File: src/rtl/save_type_signature_scanner_assert.svh
// Assertion macros for the save-type signature scanner RTL.
`ifndef SAVE_TYPE_SIGNATURE_SCANNER_ASSERT_SVH
`define SAVE_TYPE_SIGNATURE_SCANNER_ASSERT_SVH

// Same-cycle implication, disabled while reset is asserted.
`define STS_ASSERT_IMP(lbl, clk, rst_n, ante, cons, msg) \
  lbl: assert property (@(posedge clk) disable iff (!rst_n) (ante) |-> (cons)) else $error(msg);

// Next-cycle implication, disabled while reset is asserted.
`define STS_ASSERT_NXT(lbl, clk, rst_n, ante, cons, msg) \
  lbl: assert property (@(posedge clk) disable iff (!rst_n) (ante) |=> (cons)) else $error(msg);

`endif

File: src/rtl/sts_pkg.sv
// Package: types, signature table and defaults for the save-type scanner.
`timescale 1ns / 1ps
package sts_pkg;

  localparam int unsigned DATA_W      = 8;
  localparam int unsigned OFF_W       = 25;
  localparam int unsigned SIG_COUNT   = 6;
  localparam int unsigned SIG_MAX_LEN = 10;
  localparam int unsigned WIN_W       = SIG_MAX_LEN * DATA_W;
  localparam int unsigned LEN_W       = $clog2(SIG_MAX_LEN + 1);

  localparam int unsigned MAX_IMAGE_BYTES_DEF = 33554432;
  localparam int unsigned START_ALIGN_DEF     = 4;

  typedef enum logic [2:0] {
    SAVE_NONE     = 3'd0,
    SAVE_EEPROM   = 3'd1,
    SAVE_SRAM     = 3'd2,
    SAVE_FLASH64  = 3'd3,
    SAVE_FLASH128 = 3'd4
  } save_type_t;

  // Text is right-justified: byte j of the word is character (len-1-j),
  // which lines up with window byte j (byte 0 is the newest).
  // ASCII codes in table order: eeprom, sram (short), sram (long),
  // flash (short), flash 512, flash 1M.
  localparam logic [WIN_W-1:0] SIG_TEXT [SIG_COUNT] = '{
    WIN_W'(64'h45455052_4F4D5F56),
    WIN_W'(48'h5352414D_5F56),
    WIN_W'(64'h5352414D_5F465F56),
    WIN_W'(56'h464C4153_485F56),
    WIN_W'(80'h464C4153_4835_31325F56),
    WIN_W'(72'h464C4153_48314D5F56)
  };

  localparam int unsigned SIG_LEN [SIG_COUNT] = '{8, 6, 8, 7, 10, 9};

  localparam save_type_t SIG_CODE [SIG_COUNT] = '{
    SAVE_EEPROM, SAVE_SRAM, SAVE_SRAM, SAVE_FLASH64, SAVE_FLASH64, SAVE_FLASH128
  };

  typedef struct packed {
    logic              valid;
    logic [DATA_W-1:0] data_byte;
    logic              last_byte;
  } sts_item_t;

  typedef struct packed {
    logic             valid;
    save_type_t       save_type;
    logic [OFF_W-1:0] match_offset;
  } sts_result_t;

  // Byte mask covering the low len bytes of the window.
  function automatic logic [WIN_W-1:0] sig_mask(input int unsigned len);
    logic [WIN_W-1:0] m;
    m = '0;
    for (int k = 0; k < SIG_MAX_LEN; k++) begin
      if (k < len) m[k*DATA_W +: DATA_W] = {DATA_W{1'b1}};
    end
    return m;
  endfunction

endpackage

File: src/rtl/save_type_signature_scanner.sv
// Top level of the cartridge save-type signature scanner.
//
//   channel | direction | ports                                 | transfer when
//   --------+-----------+---------------------------------------+---------------------
//   in      | input     | in_data_byte[7:0], in_last_byte       | in_valid & !in_stall
//   out     | output    | out_save_type[2:0], out_match_offset  | out_valid & !out_stall
//
// Throughput: one byte per cycle while in_stall is low; the six signature compares
//   run in parallel on the byte window in a single pass between the input and
//   result registers; a final byte's result passes through both to reach out_valid.
// Reset: synchronous, active low; no clearing pass, ready right after reset.
// Stalls: in_stall rises only while a final byte waits behind a held result.
`timescale 1ns / 1ps
module save_type_signature_scanner #(
  parameter int unsigned MAX_IMAGE_BYTES = sts_pkg::MAX_IMAGE_BYTES_DEF,
  parameter int unsigned START_ALIGN     = sts_pkg::START_ALIGN_DEF
) (
  input  logic        clk,
  input  logic        rst_n,
  input  logic        in_valid,
  output logic        in_stall,
  input  logic [7:0]  in_data_byte,
  input  logic        in_last_byte,
  output logic        out_valid,
  input  logic        out_stall,
  output logic [2:0]  out_save_type,
  output logic [24:0] out_match_offset
);
  import sts_pkg::*;

  sts_item_t   item;
  sts_result_t res;
  logic        go;
  logic        step;

  // A non-final byte never produces a result, so it always proceeds.
  // A final byte waits only if the result register is full and held.
  assign go       = !(item.last_byte && out_valid && out_stall);
  assign step     = item.valid && go;
  assign in_stall = item.valid && !go;

  sts_in_reg u_in (
    .clk          (clk),
    .rst_n        (rst_n),
    .in_valid     (in_valid),
    .in_data_byte (in_data_byte),
    .in_last_byte (in_last_byte),
    .hold         (in_stall),
    .item         (item)
  );

  sts_scan_core #(
    .MAX_IMAGE_BYTES (MAX_IMAGE_BYTES),
    .START_ALIGN     (START_ALIGN)
  ) u_core (
    .clk   (clk),
    .rst_n (rst_n),
    .item  (item),
    .step  (step),
    .res   (res)
  );

  sts_out_reg u_out (
    .clk              (clk),
    .rst_n            (rst_n),
    .res              (res),
    .out_stall        (out_stall),
    .out_valid        (out_valid),
    .out_save_type    (out_save_type),
    .out_match_offset (out_match_offset)
  );

endmodule

File: src/rtl/sts_in_reg.sv
// Input register stage of the save-type scanner.
`timescale 1ns / 1ps
module sts_in_reg (
  input  logic              clk,
  input  logic              rst_n,
  input  logic              in_valid,
  input  logic [7:0]        in_data_byte,
  input  logic              in_last_byte,
  input  logic              hold,
  output sts_pkg::sts_item_t item
);
  import sts_pkg::*;

  sts_item_t item_r;

  always_ff @(posedge clk) begin
    if (!rst_n) begin
      item_r.valid <= 1'b0;
    end else if (!hold) begin
      item_r.valid <= in_valid;
    end
    if (!hold) begin
      item_r.data_byte <= in_data_byte;
      item_r.last_byte <= in_last_byte;
    end
  end

  assign item = item_r;

endmodule

File: src/rtl/sts_scan_core.sv
// Window, position tracking, signature compare and best-match selection.
`timescale 1ns / 1ps
`include "save_type_signature_scanner_assert.svh"
module sts_scan_core #(
  parameter int unsigned MAX_IMAGE_BYTES = sts_pkg::MAX_IMAGE_BYTES_DEF,
  parameter int unsigned START_ALIGN     = sts_pkg::START_ALIGN_DEF
) (
  input  logic                clk,
  input  logic                rst_n,
  input  sts_pkg::sts_item_t  item,
  input  logic                step,
  output sts_pkg::sts_result_t res
);
  import sts_pkg::*;

  localparam int unsigned POS_W = $clog2(MAX_IMAGE_BYTES + 1);
  localparam int unsigned PH_W  = (START_ALIGN > 1) ? $clog2(START_ALIGN) : 1;

  logic [WIN_W-1:0] win_r;
  logic [POS_W-1:0] pos_r;
  logic [PH_W-1:0]  ph_r;
  save_type_t       best_type_r;
  logic [OFF_W-1:0] best_start_r;

  logic [WIN_W-1:0] win_nxt;
  logic [POS_W-1:0] count;
  logic [PH_W-1:0]  ph_nxt;
  logic             active;
  logic [SIG_COUNT-1:0] hit;

  logic             sel_found;
  logic [LEN_W-1:0] sel_len;
  save_type_t       sel_code;
  logic [OFF_W-1:0] sel_start;
  logic             upd;
  save_type_t       best_type_nxt;
  logic [OFF_W-1:0] best_start_nxt;

  // Saturated position: bytes past the limit are ignored for matching.
  assign active  = pos_r < POS_W'(MAX_IMAGE_BYTES);
  assign win_nxt = {win_r[WIN_W-DATA_W-1:0], item.data_byte};
  assign count   = pos_r + POS_W'(1);
  // count modulo START_ALIGN, tracked incrementally
  assign ph_nxt  = (ph_r == PH_W'(START_ALIGN - 1)) ? '0 : ph_r + PH_W'(1);

  for (genvar g = 0; g < SIG_COUNT; g++) begin : g_sig
    localparam int unsigned LEN     = SIG_LEN[g];
    localparam int unsigned LEN_MOD = LEN % START_ALIGN;
    localparam logic [WIN_W-1:0] MASK = sig_mask(LEN);
    assign hit[g] = (count >= POS_W'(LEN)) && (ph_nxt == PH_W'(LEN_MOD)) &&
                    (((win_nxt ^ SIG_TEXT[g]) & MASK) == '0);
  end

  // All hits this byte end here: longest one starts earliest; table order on ties.
  always_comb begin
    sel_found = 1'b0;
    sel_len   = '0;
    sel_code  = SAVE_NONE;
    for (int i = 0; i < SIG_COUNT; i++) begin
      if (hit[i] && (!sel_found || LEN_W'(SIG_LEN[i]) > sel_len)) begin
        sel_found = 1'b1;
        sel_len   = LEN_W'(SIG_LEN[i]);
        sel_code  = SIG_CODE[i];
      end
    end
  end

  assign sel_start = OFF_W'(count - POS_W'(sel_len));
  assign upd = active && sel_found &&
               ((best_type_r == SAVE_NONE) || (sel_start < best_start_r));
  assign best_type_nxt  = upd ? sel_code : best_type_r;
  assign best_start_nxt = upd ? sel_start : best_start_r;

  assign res.valid        = step && item.last_byte;
  assign res.save_type    = best_type_nxt;
  assign res.match_offset = (best_type_nxt != SAVE_NONE) ? best_start_nxt : '0;

  always_ff @(posedge clk) begin
    if (!rst_n) begin
      pos_r        <= '0;
      ph_r         <= '0;
      best_type_r  <= SAVE_NONE;
      best_start_r <= '0;
    end else if (step) begin
      if (item.last_byte) begin
        pos_r        <= '0;
        ph_r         <= '0;
        best_type_r  <= SAVE_NONE;
        best_start_r <= '0;
      end else if (active) begin
        pos_r        <= count;
        ph_r         <= ph_nxt;
        best_type_r  <= best_type_nxt;
        best_start_r <= best_start_nxt;
      end
    end
  end

  // window bytes are only compared once count covers them
  always_ff @(posedge clk) begin
    if (step && active) win_r <= win_nxt;
  end

  `STS_ASSERT_IMP(a_pos_limit, clk, rst_n, 1'b1, pos_r <= POS_W'(MAX_IMAGE_BYTES), "position past limit")
  `STS_ASSERT_IMP(a_best_before_pos, clk, rst_n, best_type_r != SAVE_NONE, POS_W'(best_start_r) < pos_r, "best start not before position")
  `STS_ASSERT_NXT(a_clear_on_last, clk, rst_n, step && item.last_byte, pos_r == '0 && best_type_r == SAVE_NONE, "state not cleared after final byte")
  `STS_ASSERT_IMP(a_none_zero_off, clk, rst_n, res.valid && res.save_type == SAVE_NONE, res.match_offset == '0, "nonzero offset with no match")

endmodule

File: src/rtl/sts_out_reg.sv
// Result register stage of the save-type scanner.
`timescale 1ns / 1ps
module sts_out_reg (
  input  logic                 clk,
  input  logic                 rst_n,
  input  sts_pkg::sts_result_t res,
  input  logic                 out_stall,
  output logic                 out_valid,
  output logic [2:0]           out_save_type,
  output logic [24:0]          out_match_offset
);
  import sts_pkg::*;

  logic             valid_r;
  save_type_t       type_r;
  logic [OFF_W-1:0] off_r;

  always_ff @(posedge clk) begin
    if (!rst_n) begin
      valid_r <= 1'b0;
    end else if (res.valid) begin
      valid_r <= 1'b1;
    end else if (!out_stall) begin
      valid_r <= 1'b0;
    end
    if (res.valid) begin
      type_r <= res.save_type;
      off_r  <= res.match_offset;
    end
  end

  assign out_valid        = valid_r;
  assign out_save_type    = 3'(type_r);
  assign out_match_offset = off_r;

endmodule
File: config.mk
export PLATFORM = sky130hd
export DESIGN_NAME = save_type_signature_scanner
export DESIGN_NICKNAME = d
export VERILOG_FILES = /design/src/rtl/sts_pkg.sv /design/src/rtl/save_type_signature_scanner.sv /design/src/rtl/sts_in_reg.sv /design/src/rtl/sts_scan_core.sv /design/src/rtl/sts_out_reg.sv
export VERILOG_INCLUDE_DIRS = /design/src /design/src/rtl
export SDC_FILE = /design/constraint.sdc
export NUM_CORES = 1
export LEC_CHECK = 0
export ABC_AREA = 1
export BUFFER_PORTS_ARGS = -buffer_cell sky130_fd_sc_hd__buf_2
export CAP_MARGIN = 15
export CORE_MARGIN = 4
export CORE_UTILIZATION = 65
export CTS_CLUSTER_SIZE = 30
export DETAILED_ROUTE_END_ITERATION = 6
export PLACE_DENSITY = 0.95
export SLEW_MARGIN = 25
export SYNTH_ARGS = -nofsm -noshare
export SYNTH_HDL_FRONTEND = slang
export SYNTH_SLANG_ARGS = --single-unit
File: constraint.sdc
create_clock -name clk -period 19.3 [get_ports clk]
set_input_delay 2.895 -clock clk [delete_from_list [all_inputs] [get_ports clk]]
set_output_delay 2.895 -clock clk [all_outputs]
set_load 0.01 [all_outputs]
==> flow_metrics.tcl <==
set metrics [dict create \
    finClkSkew_ns 0.009318 \
    yosysUniqueCellTypes 46 \
    place_congestion 1.016 \
    ys.flop_type "edfxtp_1" \
    yosysTopAreaCell "edfxtp_1" \
    cpMaxStageDelayCell "nor2_4" \
    multi_input_comb_area_um2 4422 \
    die_x_um 129.7 \
    nNetsFinal 1315 \
    dieArea_um2 16820 \
    syn-num-nets 1273 \
    p_leak_nw 4.109 \
    relSlewSlack 0.3344 \
    ys_seq_area_frac 0.4607 \
    initialDrtViolationCount 1073 \
    ir_worst_vdd_v 0.00005759 \
    synth_area_um2 9624 \
    grt_pass1_vias 7849 \
    core_area_um2 14530 \
    holdPathEnd "u_core.win_r[47]" \
    yosys_warnings 0 \
    place_area_um2 10010 \
    finalInstanceArea_um2 10560 \
    cp-end-kind "flip-flop" \
    cap_violations 0 \
    holdPathStages 0 \
    routed_wirelength_um 23970 \
    worst-r2r-setup-slack_ns 11.25 \
    ff_latch_area_um2 4434 \
    r2r-end "u_out.out_match_offset[0]" \
    worstPathArrival_ns 8.20 \
    clk_pin_slew_ns 0.07 \
    postCtsSetupRepairBufs 0 \
    wl_per_cell_um 16.40 \
    finalSetupTns_ns 0 \
    setup_violations 0 \
    rsz0062_at_grt "false" \
    start_util 0.6622 \
    grt_pass1_wl_um 38690 \
    hold_buffers 0 \
    cp_top_family "simple AND/OR/NAND/NOR gates" \
    firstDrtPassIters 7 \
    diodes 0 \
    antenna_found_initial 0 \
    r2r_start "u_core.pos_r[0]" \
    gr-total-overflow 0 \
    p_per_area_nw_per_um2 71.80 \
    final_core_util 0.7265 \
    cts_resized 0 \
    critPathRequiredTime_ns 19.45 \
    vias 8543 \
    synth-seq-cells 167 \
    status "finished with violations" \
    grt_max_degree 74 \
    num-fill-cells 1087 \
    clockRootBuffer "clkbuf_16" \
    cts_tree "yes" \
    min_from "u_core.win_r[39]" \
    final-max-slew-violation-count 0 \
    syn_avg_cell_area_um2 7.876 \
    io_buffers 42 \
    synth_top_cell_area_share 0.3401 \
    worst-path-buf-inv 2 \
    syn_inst 1222 \
    tightestPinTransition_ns 0.9930 \
    syn2layout_area_growth_pct 9.712 \
    io_pins 43 \
    cts_buffers 17 \
    totalPowerFinal_w 0.0007581 \
    fin_crit_ns 8.049 \
    final_cell_mix "nand2_1 (321), inv_1 (177), nor2_1 (118)" \
    die_h_um 129.7 \
    final_common_cell "nand2_1" \
    clk_latency_ns 0.43 \
    ff2ff_path_depth 37 \
    rows 44 \
    synth_edf_count 109 \
    track_usage 0.2929 \
    place_hpwl_um 17740 \
    critPathKind "flip-flop to flip-flop" \
    max_freq_ghz 0.1242 \
    cts.sinks 167 \
    antenna_left 0 \
    max_stage_delay_ns 0.63 \
    cts_max_level 4 \
    violations "design-rule violations" \
    finalHoldViolations 0 \
    crit_top_cell "nor2_1" \
    drive_gt1_frac 0.1104 \
    drc 18 \
    critPathMaxFanout 53 \
    fin_crit_sh 0.4171 \
    ys_top_cells_by_area "edfxtp_1 (34%), nand2_1 (13%), dfxtp_1 (12%), inv_1 (6.9%), ha_1 (4.8%)" \
    clockBufferDepth 2 \
    vias_per_cell 5.847 \
    cp-start-kind "flip-flop" \
    hp-class "flip-flop to flip-flop" \
    synthArstFlopShare 0 \
]
==> how the worst max path moves through the flow <==
stage / from / end / slack, ns / cells after the start
finish: u_core.pos_r[0] / u_out.out_match_offset[0] / 11.25 / 37
global route: u_core.pos_r[0] / u_out.out_match_offset[23] / 10.56 / 41
CTS: u_core.pos_r[0] / u_out.out_match_offset[0] / 11.29 / 37
detailed placement: u_core.pos_r[0] / u_out.out_match_offset[0] / 11.38 / 41
global placement: u_core.pos_r[0] / u_out.out_match_offset[23] / 11.73 / 37
floorplan: out_stall / u_core.best_start_r[0] / 11.86 / 9
==> layer usage <==
metal / track usage / vias up / wire (µm)
met5: 0 / - / 0
met4: 0.09291 / 0 / 429
met3: 0.06430 / 40 / 2134
met2: 0.4443 / 431 / 10880
met1: 0.4225 / 3968 / 10520
li1: - / 4104 / -
==> sequential cells by signal (all words and copies together), names as in the netlist <==
signal                  cells
u_core.win_r               72
u_core.pos_r               26
u_core.best_start_r        25
u_out.out_match_offset     25
u_in.item                  10
u_core.best_type_r          3
u_out.out_save_type         3
u_core.ph_r                 2
u_out.out_valid             1
==> cell usage after synthesis, drive strengths merged, types with 2 or more instances <==
cell,instances
nand2,331
inv,180
nor2,159
edfxtp,109
nand3,79
a21oi,68
dfxtp,58
nand4,41
ha,37
o21ai,36
nor3,27
xor2,21
nor4,18
clkbuf,16
buf,7
nand3b,6
xnor2,6
and3,4
o211ai,4
o21bai,2
o31ai,2
==> where the power goes <==
part	internal, W	switching [W]	total, W
clock network	0.000178	0.000144	0.000322
registers	0.000390	0.00000717	0.000397
logic	0.0000108	0.0000276	0.0000385
total	0.000579	0.000179	0.000758
==> metrics by stage <==
step	hold slack [ns]	instances	worst slack, ns
floorplan	0.4264	1222	11.86
global placement	0.4284	1429	11.73
global route	0.4626	1461	10.56
detailed placement	0.4375	1429	11.38
CTS	0.4516	1461	11.29
finish	0.4497	1461	11.25
==> layout make-up <==
class,instances,share of cell area
Timing Repair Buffer,46,0.02275
Multi-Input combinational cell,851,0.4188
Clock inverter,14,0.01173
Inverter,181,0.06434
Sequential cell,167,0.4200
Tap cell,184,0.02180
Clock buffer,18,0.04064
==> cells by family (layout without fill, tap and decap cells) <==
family	count (synthesis)	after routing	share of synthesized area
AOI/OAI and AO/OA	118	118	0.06682
xor gates and xnor gates	27	27	0.02457
adders and majority gates	38	38	0.05018
buffers and inverters	204	259	0.08190
DFF	167	167	0.4607
and+or+nand+nor	668	668	0.3158
Note: power is estimated with default switching activity, not from simulation.
